[config.mk]
export PLATFORM = sky130hd
export DESIGN_NAME = kruskal_min_spanning_tree
export DESIGN_NICKNAME = d
export VERILOG_FILES = /design/src/design/kmst_pkg.sv /design/src/design/kmst_ram.sv /design/src/design/kruskal_min_spanning_tree.sv
export SDC_FILE = /design/constraint.sdc
export NUM_CORES = 2
export LEC_CHECK = 0
export ABC_AREA = 1
export ABC_CLOCK_PERIOD_IN_PS = 7500
export BUFFER_PORTS_ARGS = -buffer_cell sky130_fd_sc_hd__buf_4
export CORE_MARGIN = 5
export CORE_UTILIZATION = 60
export CTS_CLUSTER_DIAMETER = 60
export DETAILED_ROUTE_END_ITERATION = 10
export HOLD_SLACK_MARGIN = 0.02
export PLACE_DENSITY = 0.82
export SLEW_MARGIN = 20
export SYNTH_ARGS = -nofsm -noshare
export SYNTH_HDL_FRONTEND = slang
export SYNTH_HIERARCHICAL = 1
export SYNTH_SLANG_ARGS = --single-unit
[constraint.sdc]
create_clock -name clk -period 7.5 [get_ports clk]
set_clock_uncertainty 0.1 [all_clocks]
set_input_delay 1.875 -clock clk [delete_from_list [all_inputs] [get_ports clk]]
set_output_delay 1.875 -clock clk [all_outputs]
set_load 0.01 [all_outputs]
[src/design/kmst_pkg.sv]
// Shared constants and types for the minimum spanning tree block.
package kmst_pkg;

  localparam int DEF_MAX_EDGES    = 64;
  localparam int DEF_MAX_VERTICES = 32;
  localparam int VTX_W            = 5;
  localparam int COST_W           = 16;
  localparam int TOTAL_W          = 21;
  localparam int CFG_W            = 6;
  localparam logic [CFG_W-1:0] VCOUNT_RESET = CFG_W'(32);
  localparam logic [2:0] ADDR_VCOUNT = 3'd0;

  // One stored edge as kept in the edge store
  typedef struct packed {
    logic [VTX_W-1:0]  end_a;
    logic [VTX_W-1:0]  end_b;
    logic [COST_W-1:0] weight;
  } edge_t;

  localparam int EDGE_W = $bits(edge_t);

endpackage

[src/design/kmst_ram.sv]
// Single-port-write, single-port-read synchronous RAM with registered read data.
module kmst_ram #(
  parameter int WIDTH = 8,
  parameter int DEPTH = 32,
  parameter int AW    = (DEPTH > 1) ? $clog2(DEPTH) : 1
) (
  input  logic             clk,
  input  logic             we,
  input  logic [AW-1:0]    waddr,
  input  logic [WIDTH-1:0] wdata,
  input  logic [AW-1:0]    raddr,
  output logic [WIDTH-1:0] rdata
);

  logic [WIDTH-1:0] mem [DEPTH];

  // write port
  always_ff @(posedge clk) begin
    if (we) begin
      mem[waddr] <= wdata;
    end
  end

  // registered read port
  always_ff @(posedge clk) begin
    rdata <= mem[raddr];
  end

endmodule

[src/design/kruskal_min_spanning_tree.sv]
// Top level: edge loading, stable min-selection walk and union-find tree build.
//
//  channel | ports                          | handshake
//  --------+--------------------------------+----------------------------------
//  input   | in_vertex_a/b, in_edge_cost,   | taken when start && !busy
//          | in_last_edge                   |
//  result  | out_kind .. out_last           | out_valid high for one cycle
//  config  | psel penable pwrite paddr ...  | write at psel&penable&pwrite
//
// Edges load while idle, one per accepted start. After the marked last edge, a
// clearing pass over all MAX_VERTICES entries resets the parent table. Each
// edge picked by the walk passes S_NEXT, a full scan of the edge store
// through its single read port (S_SCAN), a range check (S_PICK), a root find
// per end that climbs the parent table one step per read (S_FIND, S_FWAIT)
// and, when the roots differ, a link (S_LINK).
// Reset is synchronous, active low. The receiver cannot stall results.
module kruskal_min_spanning_tree #(
  parameter int MAX_EDGES    = kmst_pkg::DEF_MAX_EDGES,
  parameter int MAX_VERTICES = kmst_pkg::DEF_MAX_VERTICES
) (
  input  logic                              clk,
  input  logic                              rst_n,
  input  logic                              start,
  output logic                              busy,
  input  logic [kmst_pkg::VTX_W-1:0]        in_vertex_a,
  input  logic [kmst_pkg::VTX_W-1:0]        in_vertex_b,
  input  logic signed [kmst_pkg::COST_W-1:0] in_edge_cost,
  input  logic                              in_last_edge,
  output logic                              out_valid,
  output logic                              out_kind,
  output logic [kmst_pkg::VTX_W-1:0]        out_tree_vertex_a,
  output logic [kmst_pkg::VTX_W-1:0]        out_tree_vertex_b,
  output logic signed [kmst_pkg::COST_W-1:0] out_tree_cost,
  output logic signed [kmst_pkg::TOTAL_W-1:0] out_total_cost,
  output logic                              out_spanning,
  output logic                              out_overflow,
  output logic                              out_last,
  input  logic                              psel,
  input  logic                              penable,
  input  logic                              pwrite,
  input  logic [2:0]                        paddr,
  input  logic [31:0]                       pwdata,
  output logic [31:0]                       prdata,
  output logic                              pready
);

  localparam int IW  = $clog2(MAX_EDGES);
  localparam int CW  = IW + 1;
  localparam int PW  = $clog2(MAX_VERTICES);
  localparam int VW  = kmst_pkg::VTX_W;
  localparam int KW  = kmst_pkg::COST_W + IW;
  localparam int TW  = kmst_pkg::TOTAL_W;
  localparam int FW  = kmst_pkg::CFG_W;
  localparam logic signed [TW:0] TOT_MAX = (TW+1)'((1 << (TW-1)) - 1);
  localparam logic signed [TW:0] TOT_MIN = -(TW+1)'(1 << (TW-1));

  typedef enum logic [3:0] {
    S_IDLE, S_CLEAR, S_NEXT, S_SCAN, S_PICK, S_FIND, S_FWAIT, S_LINK, S_SUM
  } state_t;

  state_t state_r, state_nxt;

  logic [FW-1:0]  vcount_r;
  logic [CW-1:0]  count_r, count_nxt;
  logic           drop_r, drop_nxt;
  logic [PW-1:0]  clr_r, clr_nxt;
  logic [CW-1:0]  si_r, si_nxt;
  logic           pend_r, pend_nxt;
  logic [IW-1:0]  pidx_r, pidx_nxt;
  logic           best_v_r, best_v_nxt;
  logic [KW-1:0]  best_key_r, best_key_nxt;
  kmst_pkg::edge_t best_e_r, best_e_nxt;
  logic           have_prev_r, have_prev_nxt;
  logic [KW-1:0]  prev_key_r, prev_key_nxt;
  logic [CW-1:0]  picks_r, picks_nxt;
  logic [FW-1:0]  found_r, found_nxt;
  logic           phase_b_r, phase_b_nxt;
  logic [PW-1:0]  cur_r, cur_nxt;
  logic [PW-1:0]  ra_r, ra_nxt;
  logic signed [TW-1:0] total_r, total_nxt;

  logic           ov_r, ov_nxt;
  logic           okind_r, okind_nxt;
  logic [VW-1:0]  oa_r, oa_nxt, ob_r, ob_nxt;
  logic [kmst_pkg::COST_W-1:0] oc_r, oc_nxt;
  logic           ospan_r, ospan_nxt, oovf_r, oovf_nxt, olast_r, olast_nxt;

  // memory ports
  logic            e_we;
  kmst_pkg::edge_t e_wdata, e_rdata;
  logic [IW-1:0]   e_raddr;
  logic            p_we;
  logic [PW-1:0]   p_waddr, p_wdata, p_raddr, p_rdata;

  logic [FW-1:0]   nv;
  logic [FW-1:0]   target;
  logic            accept;
  logic [KW-1:0]   cand_key;
  logic            cand_ok;
  logic signed [TW:0] sum_w;

  kmst_ram #(.WIDTH(kmst_pkg::EDGE_W), .DEPTH(MAX_EDGES)) u_edges (
    .clk(clk), .we(e_we), .waddr(count_r[IW-1:0]), .wdata(e_wdata),
    .raddr(e_raddr), .rdata(e_rdata)
  );

  kmst_ram #(.WIDTH(PW), .DEPTH(MAX_VERTICES)) u_parent (
    .clk(clk), .we(p_we), .waddr(p_waddr), .wdata(p_wdata),
    .raddr(p_raddr), .rdata(p_rdata)
  );

  assign busy    = (state_r != S_IDLE);
  assign accept  = start && !busy;
  assign pready  = 1'b1;
  assign prdata  = (paddr == kmst_pkg::ADDR_VCOUNT) ? 32'(vcount_r) : 32'd0;

  assign e_we    = accept && (count_r < CW'(MAX_EDGES));
  assign e_wdata = '{end_a: in_vertex_a, end_b: in_vertex_b, weight: in_edge_cost};

  // clip the vertex count into range
  always_comb begin
    if (vcount_r == '0) nv = FW'(1);
    else if (vcount_r > FW'(MAX_VERTICES)) nv = FW'(MAX_VERTICES);
    else nv = vcount_r;
  end
  assign target = nv - FW'(1);

  // order key: signed weight made monotone, then arrival index
  assign cand_key = {~e_rdata.weight[kmst_pkg::COST_W-1],
                     e_rdata.weight[kmst_pkg::COST_W-2:0], pidx_r};
  assign cand_ok  = pend_r && (!have_prev_r || cand_key > prev_key_r) &&
                    (!best_v_r || cand_key < best_key_r);

  assign sum_w = (TW+1)'(total_r) + (TW+1)'($signed(best_e_r.weight));

  // configuration register
  always_ff @(posedge clk) begin
    if (!rst_n) begin
      vcount_r <= kmst_pkg::VCOUNT_RESET;
    end else if (psel && penable && pwrite && paddr == kmst_pkg::ADDR_VCOUNT) begin
      vcount_r <= pwdata[FW-1:0];
    end
  end

  // sequencer
  always_comb begin
    state_nxt = state_r;
    count_nxt = count_r;     drop_nxt = drop_r;
    clr_nxt = clr_r;         si_nxt = si_r;
    pend_nxt = 1'b0;         pidx_nxt = pidx_r;
    best_v_nxt = best_v_r;   best_key_nxt = best_key_r;  best_e_nxt = best_e_r;
    have_prev_nxt = have_prev_r; prev_key_nxt = prev_key_r;
    picks_nxt = picks_r;     found_nxt = found_r;
    phase_b_nxt = phase_b_r; cur_nxt = cur_r;  ra_nxt = ra_r;
    total_nxt = total_r;
    ov_nxt = 1'b0;           okind_nxt = okind_r;
    oa_nxt = oa_r;  ob_nxt = ob_r;  oc_nxt = oc_r;
    ospan_nxt = ospan_r;  oovf_nxt = oovf_r;  olast_nxt = olast_r;
    e_raddr = si_r[IW-1:0];
    p_we = 1'b0;  p_waddr = clr_r;  p_wdata = clr_r;
    p_raddr = cur_r;

    unique case (state_r)
      S_IDLE: begin
        if (accept) begin
          if (e_we) count_nxt = count_r + CW'(1);
          else      drop_nxt = 1'b1;
          if (in_last_edge) begin
            clr_nxt = '0;
            state_nxt = S_CLEAR;
          end
        end
      end
      S_CLEAR: begin
        // reset every vertex to its own root
        p_we = 1'b1;
        clr_nxt = clr_r + PW'(1);
        if (clr_r == PW'(MAX_VERTICES - 1)) begin
          picks_nxt = '0;  found_nxt = '0;  total_nxt = '0;
          have_prev_nxt = 1'b0;
          state_nxt = S_NEXT;
        end
      end
      S_NEXT: begin
        if (picks_r == count_r || found_r == target) begin
          state_nxt = S_SUM;
        end else begin
          si_nxt = '0;  best_v_nxt = 1'b0;
          state_nxt = S_SCAN;
        end
      end
      S_SCAN: begin
        // stream the store and keep the least key above the previous pick
        if (si_r < count_r) begin
          pend_nxt = 1'b1;
          pidx_nxt = si_r[IW-1:0];
          si_nxt = si_r + CW'(1);
        end
        if (cand_ok) begin
          best_v_nxt = 1'b1;  best_key_nxt = cand_key;  best_e_nxt = e_rdata;
        end
        if (si_r >= count_r && !pend_r) state_nxt = S_PICK;
      end
      S_PICK: begin
        have_prev_nxt = 1'b1;
        prev_key_nxt = best_key_r;
        picks_nxt = picks_r + CW'(1);
        if (FW'(best_e_r.end_a) >= nv || FW'(best_e_r.end_b) >= nv) begin
          state_nxt = S_NEXT;
        end else begin
          cur_nxt = PW'(best_e_r.end_a);
          phase_b_nxt = 1'b0;
          state_nxt = S_FIND;
        end
      end
      S_FIND: begin
        state_nxt = S_FWAIT;
      end
      S_FWAIT: begin
        // climb the parent chain one step per read
        if (p_rdata != cur_r) begin
          cur_nxt = p_rdata;
          p_raddr = p_rdata;
        end else if (!phase_b_r) begin
          ra_nxt = cur_r;
          cur_nxt = PW'(best_e_r.end_b);
          phase_b_nxt = 1'b1;
          state_nxt = S_FIND;
        end else if (ra_r == cur_r) begin
          state_nxt = S_NEXT;
        end else begin
          state_nxt = S_LINK;
        end
      end
      S_LINK: begin
        // link first root under second, emit the tree edge
        p_we = 1'b1;  p_waddr = ra_r;  p_wdata = cur_r;
        found_nxt = found_r + FW'(1);
        if (sum_w > TOT_MAX)      total_nxt = TOT_MAX[TW-1:0];
        else if (sum_w < TOT_MIN) total_nxt = TOT_MIN[TW-1:0];
        else                      total_nxt = sum_w[TW-1:0];
        ov_nxt = 1'b1;  okind_nxt = 1'b0;
        oa_nxt = best_e_r.end_a;  ob_nxt = best_e_r.end_b;
        oc_nxt = best_e_r.weight;
        ospan_nxt = 1'b0;  oovf_nxt = 1'b0;  olast_nxt = 1'b0;
        state_nxt = S_NEXT;
      end
      S_SUM: begin
        ov_nxt = 1'b1;  okind_nxt = 1'b1;
        oa_nxt = '0;  ob_nxt = '0;  oc_nxt = '0;
        ospan_nxt = (found_r == target);
        oovf_nxt = drop_r;  olast_nxt = 1'b1;
        count_nxt = '0;  drop_nxt = 1'b0;
        state_nxt = S_IDLE;
      end
      default: state_nxt = S_IDLE;
    endcase
  end

  // state and registered outputs
  always_ff @(posedge clk) begin
    if (!rst_n) begin
      state_r <= S_IDLE;
      count_r <= '0;
      drop_r  <= 1'b0;
      pend_r  <= 1'b0;
      ov_r    <= 1'b0;
    end else begin
      state_r <= state_nxt;
      count_r <= count_nxt;
      drop_r  <= drop_nxt;
      pend_r  <= pend_nxt;
      ov_r    <= ov_nxt;
    end
  end

  // working registers
  always_ff @(posedge clk) begin
    clr_r <= clr_nxt;          si_r <= si_nxt;           pidx_r <= pidx_nxt;
    best_v_r <= best_v_nxt;    best_key_r <= best_key_nxt; best_e_r <= best_e_nxt;
    have_prev_r <= have_prev_nxt; prev_key_r <= prev_key_nxt;
    picks_r <= picks_nxt;      found_r <= found_nxt;
    phase_b_r <= phase_b_nxt;  cur_r <= cur_nxt;          ra_r <= ra_nxt;
    total_r <= total_nxt;
    okind_r <= okind_nxt;  oa_r <= oa_nxt;  ob_r <= ob_nxt;  oc_r <= oc_nxt;
    ospan_r <= ospan_nxt;  oovf_r <= oovf_nxt;  olast_r <= olast_nxt;
  end

  assign out_valid         = ov_r;
  assign out_kind          = okind_r;
  assign out_tree_vertex_a = oa_r;
  assign out_tree_vertex_b = ob_r;
  assign out_tree_cost     = oc_r;
  assign out_total_cost    = total_r;
  assign out_spanning      = ospan_r;
  assign out_overflow      = oovf_r;
  assign out_last          = olast_r;

  // checks
  a_count_cap: assert property (@(posedge clk) disable iff (!rst_n)
    count_r <= CW'(MAX_EDGES))
    else $error("edge count beyond store capacity");

  a_last_run: assert property (@(posedge clk) disable iff (!rst_n)
    accept && in_last_edge |=> busy)
    else $error("last edge did not start a run");

  a_tree_busy: assert property (@(posedge clk) disable iff (!rst_n)
    out_valid && !out_kind |-> busy)
    else $error("tree edge emitted outside a run");

  a_sum_idle: assert property (@(posedge clk) disable iff (!rst_n)
    out_valid && out_last |-> !busy && count_r == '0)
    else $error("summary not at end of run");

endmodule
**Yosys cells after proc, flatten, opt, wreduce, memory -nomap -nowiden**

Memory sizes are Yosys's and may differ from the RTL's. A register that Yosys moved wholly into a read port is not among the register bits.
Cells that the tools add are included.

- $add $sub $neg: 7
- Order comparisons: 10
- Equal/unequal tests: 25
- Mux-type cells: 62
- Bitwise gates (word level): 3
- Reduce and logical (&&, ||, !) cells: 43

Operators by type and width:

| operator | number |
|---|---|
| 21-bit two-way mux | 3 |
| 5-bit two-way mux | 9 |
| 21-bit one-hot mux with 2 select lines | 1 |
| 7-bit one-hot mux with 2 select lines | 3 |
| 5-bit one-hot mux with 2 select lines | 4 |
| 7-bit two-way mux | 5 |
| 16-bit one-hot mux with 2 select lines | 1 |
| 4-bit one-hot mux with 8 select lines | 1 |
| 4-bit two-way mux | 6 |
| 6-bit two-way mux | 4 |
| 3-bit AND reduction | 8 |
| 21-bit by 16-bit adder with 22-bit output | 1 |
| 22-bit by 21-bit greater-than comparator with 1-bit output (second input constant) | 1 |
| 22-bit greater-than comparator | 1 |
| 22-bit by 21-bit < comparator with 1-bit output (second input constant) | 1 |
| 22-bit < comparator | 1 |
| 2-bit inequality test (second input constant) | 11 |
| 7-bit by 1-bit adder with 7-bit output (second input constant) | 3 |
| 4-bit by 3-bit equality test with 1-bit output (second input constant) | 4 |
| 1-bit two-way mux | 14 |
| 1-bit one-hot mux with 2 select lines | 7 |
| 2-bit nonzero test | 7 |
| 5-bit by 6-bit greater-or-equal comparator with 1-bit output | 2 |
| 6-bit one-hot mux with 2 select lines | 1 |
| other kinds (28) | 51 |

- Bits in registers: 184
- Bits in writable memories: 1824
- Output and inout port bits: 86
- Memories: 2

Memory list:

| name | words | bits a word | rd ports | clocked after Yosys merged registers in | wr ports | RTL line | RTL |
|---|---|---|---|---|---|---|---|
| u_edges.mem | 64 | 26 | 1 | 1 | 1 | kmst_ram.sv:15 | `logic [WIDTH-1:0] mem [DEPTH];` |
| u_parent.mem | 32 | 5 | 1 | 1 | 1 | kmst_ram.sv:15 |  |

**Longest topological paths before layout**

- Depth after elaboration: 8
- Mapped depth: 22
- Depth with buffers taken out: 19

**Hierarchy**

The synthesis kept the hierarchy.

Modules (own cells, without submodules):

| module | instances | cells each | area an instance (um2) | seq. area each (um2) |
|---|---|---|---|---|
| kmst_ram at u_edges | 1 | 5657 | 67963.9 | 50488.4 |
| kruskal_min_spanning_tree | 1 | 1066 | 9924.5 | 4874.7 |
| kmst_ram at u_parent | 1 | 595 | 6796.5 | 4904.7 |

**Least setup slack after synthesis**

No wires, ideal clock.

- Kind: input-to-reg
- Start: input start
- End: memory u_edges/mem[48][0] in the netlist's numbering, enable pin
- Setup time: 0.475 ns
- Arrival time: 5.241 ns
- Required time: 6.925 ns
- Slack: 1.684 ns
- Stages: 5
- Path buffers: 1
- Cell sequence: inv_1 -> nor3_4 -> clkbuf_1 -> nand4_1 -> nor4_1

- Cells in the longest elaborated chain, start to end: 4

Ends and longest elaborated chain:

| element | RTL line | RTL |
|---|---|---|
| from (decl) | kruskal_min_spanning_tree.sv:23 | `input logic start,` |
| 1-bit logical AND | kruskal_min_spanning_tree.sv:113 | `assign accept = start && !busy;` |
| 1-bit logical AND | kruskal_min_spanning_tree.sv:117 | `assign e_we = accept && (count_r < CW'(MAX_EDGES));` |
| via e_we | kruskal_min_spanning_tree.sv:89 | `logic e_we;` |
| 1-bit two-way mux | kmst_ram.sv:19 | `if (we) begin` |
| 1-bit two-way mux (implied by the code) | kmst_ram.sv:20 | `mem[waddr] <= wdata;` |
| to (decl) | kmst_ram.sv:15 |  |

The timed path passes the listed nets, and every way through them passes these cells.

**Worst setup path after layout**

- Start: input paddr[1]
- End: output prdata[4]

- Cells in the longest elaborated chain, start to end: 2

Ends and longest elaborated chain:

| element | RTL line | RTL |
|---|---|---|
| from (decl) | kruskal_min_spanning_tree.sv:41 | `input logic [2:0] paddr,` |
| 3-bit zero test | kruskal_min_spanning_tree.sv:115 | `assign prdata = (paddr == kmst_pkg::ADDR_VCOUNT) ? 32'(vcount_r) : 32'd0;` |
| 6-bit two-way mux | kruskal_min_spanning_tree.sv:115 |  |
| to (decl) | kruskal_min_spanning_tree.sv:43 | `output logic [31:0] prdata,` |

Every way passes these cells.

==> results.cfg <==
[timing]
max_freq_ghz = 0.2162
period_minus_slack_ps = 4626
setup_viol = 0
final.setup.tns_ps = 0
timing.hold.ws_ps = 305.5
final-hold-violation-count = 0
slew_headroom_pct = 19.06
drv_slew = 0
post-route-period-util_pct = 61.68
rsz0062_at_grt = false
tightest_slew_ps = 1214

[synthesis]
yosysSeqAreaShare_pct = 71.17
synth_enable_flop_cells = 1973
syn-cell-area_sq_um = 84680
ys_async_sr_fraction_pct = 0
ys_types = 53
netlist_instances = 7318
syn_area_per_cell_sq_um = 11.57
synth_seq_cells = 2024
yosysWarnings = 6
synthFlopType = edfxtp_1

[clock_network]
cts_setup_buffers = 0
insertion_delay_ps = 840
cts_hold_buffers = 0
cts_tree = done
cts.sinks = 2024
htreeDepth = 4
clk_pin_slew_ps = 60
ctsResizeCount = 0
numCtsBuffers = 192
clock_path_buffers = 3
root_buffer = clkbuf_16

[pwr]
p_leak_nw = 33.93
ir_worst_vdd_v = 0.0002185
finalPower_mw = 24.27
power.density_nw_per_um2 = 262.1

[cells_and_area]
seqCellArea_sq_um = 60270
multi_input_area_sq_um = 21420
drive_gt1_share_pct = 7.866
finalNetCount = 7470
syn2layout_area_growth_pct = 9.357
fillers = 9223

[critical_path]
arrival_ps = 2650
critical_path_class = input pin to output pin
max_stage_delay_ps = 240
crit_required_ps = 5530
critPathMaxFanout = 6
slowest_stage = nor3_1
reg2regPathDepth = 20
r2r-start = state_r[2]$_SDFFE_PN0P_
critPathCaptureType = output pin
crit_chain = buf_4 > nor3_1 > inv_1 > nor2_1 > buf_4
start_kind = input pin
crit_top_cell = buf_4
critPathLaunch = paddr[1]

[route]
routed_via_density = 6.198
wl_per_cell_microns = 23.11
first_pass_iters = 6
num_vias = 57980
drt_iter0_drc = 8519
drc = 0
postRouteAntennaNets = 0
routed_wl_microns = 216100

[die]
core_sq_um = 139900
io_pins = 154
die_width_microns = 385.7
die_h_microns = 385.7
die_area_sq_um = 148800
rows = 137
initial_core_util_pct = 60.54

[global_routing]
grt_use_total_pct = 28.73
grt_pass1_wl_microns = 325100
grt_pass1_vias = 56410
overflow = 0
antenna_found_initial = 4
grt_start_max_net_pins = 210

[job]
cap_violations = 0

[placement]
dp.final_hpwl_microns = 115900
port_buffers = 100
gp_congestion = 0.8671

[worst_hold_path]
min_path_cells = 0
hp-class = register to register
worst_hold_startpoint = u_edges/rdata[25]$_DFF_P_

[status]
outcome = complete, no violations
kinds of logic (layout without fill, tap and decap cells):
family,Yosys count,after routing,synth area share (%)
AOI/OAI and AO/OA,169,169,1.101
xor gates and xnor gates,33,33,0.3635
adders and majority gates,89,89,1.324
buffers and inverters,612,744,3.940
DFF,2024,2024,71.17
other,2,30,0.008868
and+or+nand+nor,4389,4389,22.10
metrics by stage:
| stage | std cells | setup WS [ps] | cell area (sq um) | utilization [%] |
|---|---|---|---|---|
| after global placement | 8995 | 2536 | 86440 | 61.80 |
| final | 9354 | 2874 | 92610 | 66.21 |
| after global routing | 9351 | 2555 | 92600 | 66.20 |
| after CTS | 9351 | 2878 | 92590 | 66.20 |
| after detailed placement | 8995 | 2465 | 86440 | 61.80 |
| after floorplan | 7343 | 1684 | 84780 | - |
sequential cells by signal, indices dropped and copies added (netlist names), 6 cells and up:
name,count
u_edges/mem,1664
u_parent/mem,160
u_edges/rdata,26
best_key_r,22
prev_key_r,22
out_total_cost,21
out_tree_cost,16
best_e_r,11
count_r,7
picks_r,7
si_r,7
found_r,6
pidx_r,6
vcount_r,6
placed cells by master (no fill, tap or decap), types with 6 or more instances in the layout:
cell type / n
o221ai_1: 6
xnor2_1: 16
ha_1: 88
nand2_2: 7
inv_1: 163
clkbuf_16: 197
nor3_1: 12
bufinv_16: 10
clkinv_1: 37
nor4_2: 8
nand2_1: 2501
clkbuf_1: 53
clkinv_4: 6
nor2_2: 60
o21ai_2: 8
clkbuf_8: 6
buf_12: 9
edfxtp_1: 1973
clkinv_2: 28
nor3b_1: 6
buf_4: 206
nand4_1: 27
a21oi_1: 76
inv_6: 7
xor2_1: 16
nand3_2: 6
o21ai_0: 49
nor2_1: 154
nand3_1: 1597
dfxtp_1: 51
conb_1: 27
area by class of cell:
cell class	count	share of cell area [%]
diodes	3	0.008106
clock buffers	256	5.627
clock inverters	100	1.013
inverters	173	0.7431
multi-input cells	4707	23.13
flip-flops and latches	2024	65.08
well taps	1876	2.535
repair buffers	215	1.864
critical path, delay by kind of cell:
kind                   cells  cell delay [ps]
buffers and inverters      3              410
AND/OR/NAND/NOR            2              380
power by group:
part / switching, mW / leakage, nW / internal, mW
combinational: 1.66 / 12.8 / 0.482
sequential: 0.0629 / 18.1 / 12.6
clock: 4.16 / 2.99 / 5.26
routing by layer:
layer  track usage, %  vias up  wire [microns]
met5                0        -              14
met4            14.83        2           11530
met3            6.599      681           27840
met2            45.57     4110          101600
met1            37.56    27630           75120
li1                 -    25560               -
path summary, 6_finish.rpt:
check	slack, ps	to
max	2870	prdata[4]
min	310	best_e_r[25]$_DFFE_PP_
max reg2reg	2940	u_parent/rdata[3]$_DFF_P_
min reg2reg	310	best_e_r[25]$_DFFE_PP_
cell usage after synthesis, types with 2 or more instances:
| master | instances | area, sq um |
|---|---|---|
| inv_2 | 4 | 15.01 |
| buf_2 | 179 | 895.9 |
| clkbuf_1 | 63 | 236.5 |
| nand3_2 | 6 | 60.06 |
| nor2_1 | 212 | 795.8 |
| inv_1 | 164 | 615.6 |
| o211ai_1 | 4 | 30.03 |
| nor2_2 | 3 | 18.77 |
| a21oi_1 | 76 | 380.4 |
| o221ai_1 | 6 | 52.55 |
| nand3b_1 | 2 | 15.01 |
| buf_12 | 3 | 60.06 |
| nand2_1 | 2502 | 9392 |
| edfxtp_1 | 1973 | 59250 |
| o21a_1 | 3 | 22.52 |
| dfxtp_1 | 51 | 1021 |
| conb_1 | 2 | 7.510 |
| buf_8 | 2 | 30.03 |
| nor4_1 | 11 | 68.82 |
| ha_1 | 88 | 1101 |
| xor2_1 | 16 | 140.1 |
| buf_4 | 77 | 578.1 |
| buf_6 | 58 | 653.1 |
| nand3_1 | 1597 | 7993 |
| o21ai_0 | 59 | 295.3 |
| nand2_2 | 6 | 37.54 |
| clkinv_1 | 3 | 11.26 |
| a21boi_0 | 2 | 15.01 |
| xnor2_1 | 16 | 140.1 |
| a31oi_1 | 3 | 18.77 |
| nor3_1 | 12 | 60.06 |
| a21o_1 | 5 | 37.54 |
| nand4_1 | 27 | 168.9 |
| o21ai_2 | 2 | 17.52 |
| o22ai_1 | 3 | 18.77 |
| a211oi_1 | 2 | 15.01 |
| buf_1 | 54 | 202.7 |
| clkbuf_2 | 2 | 10.01 |
| nor3b_1 | 6 | 45.04 |
No activity file was read; power rests on OpenSTA's default activity.
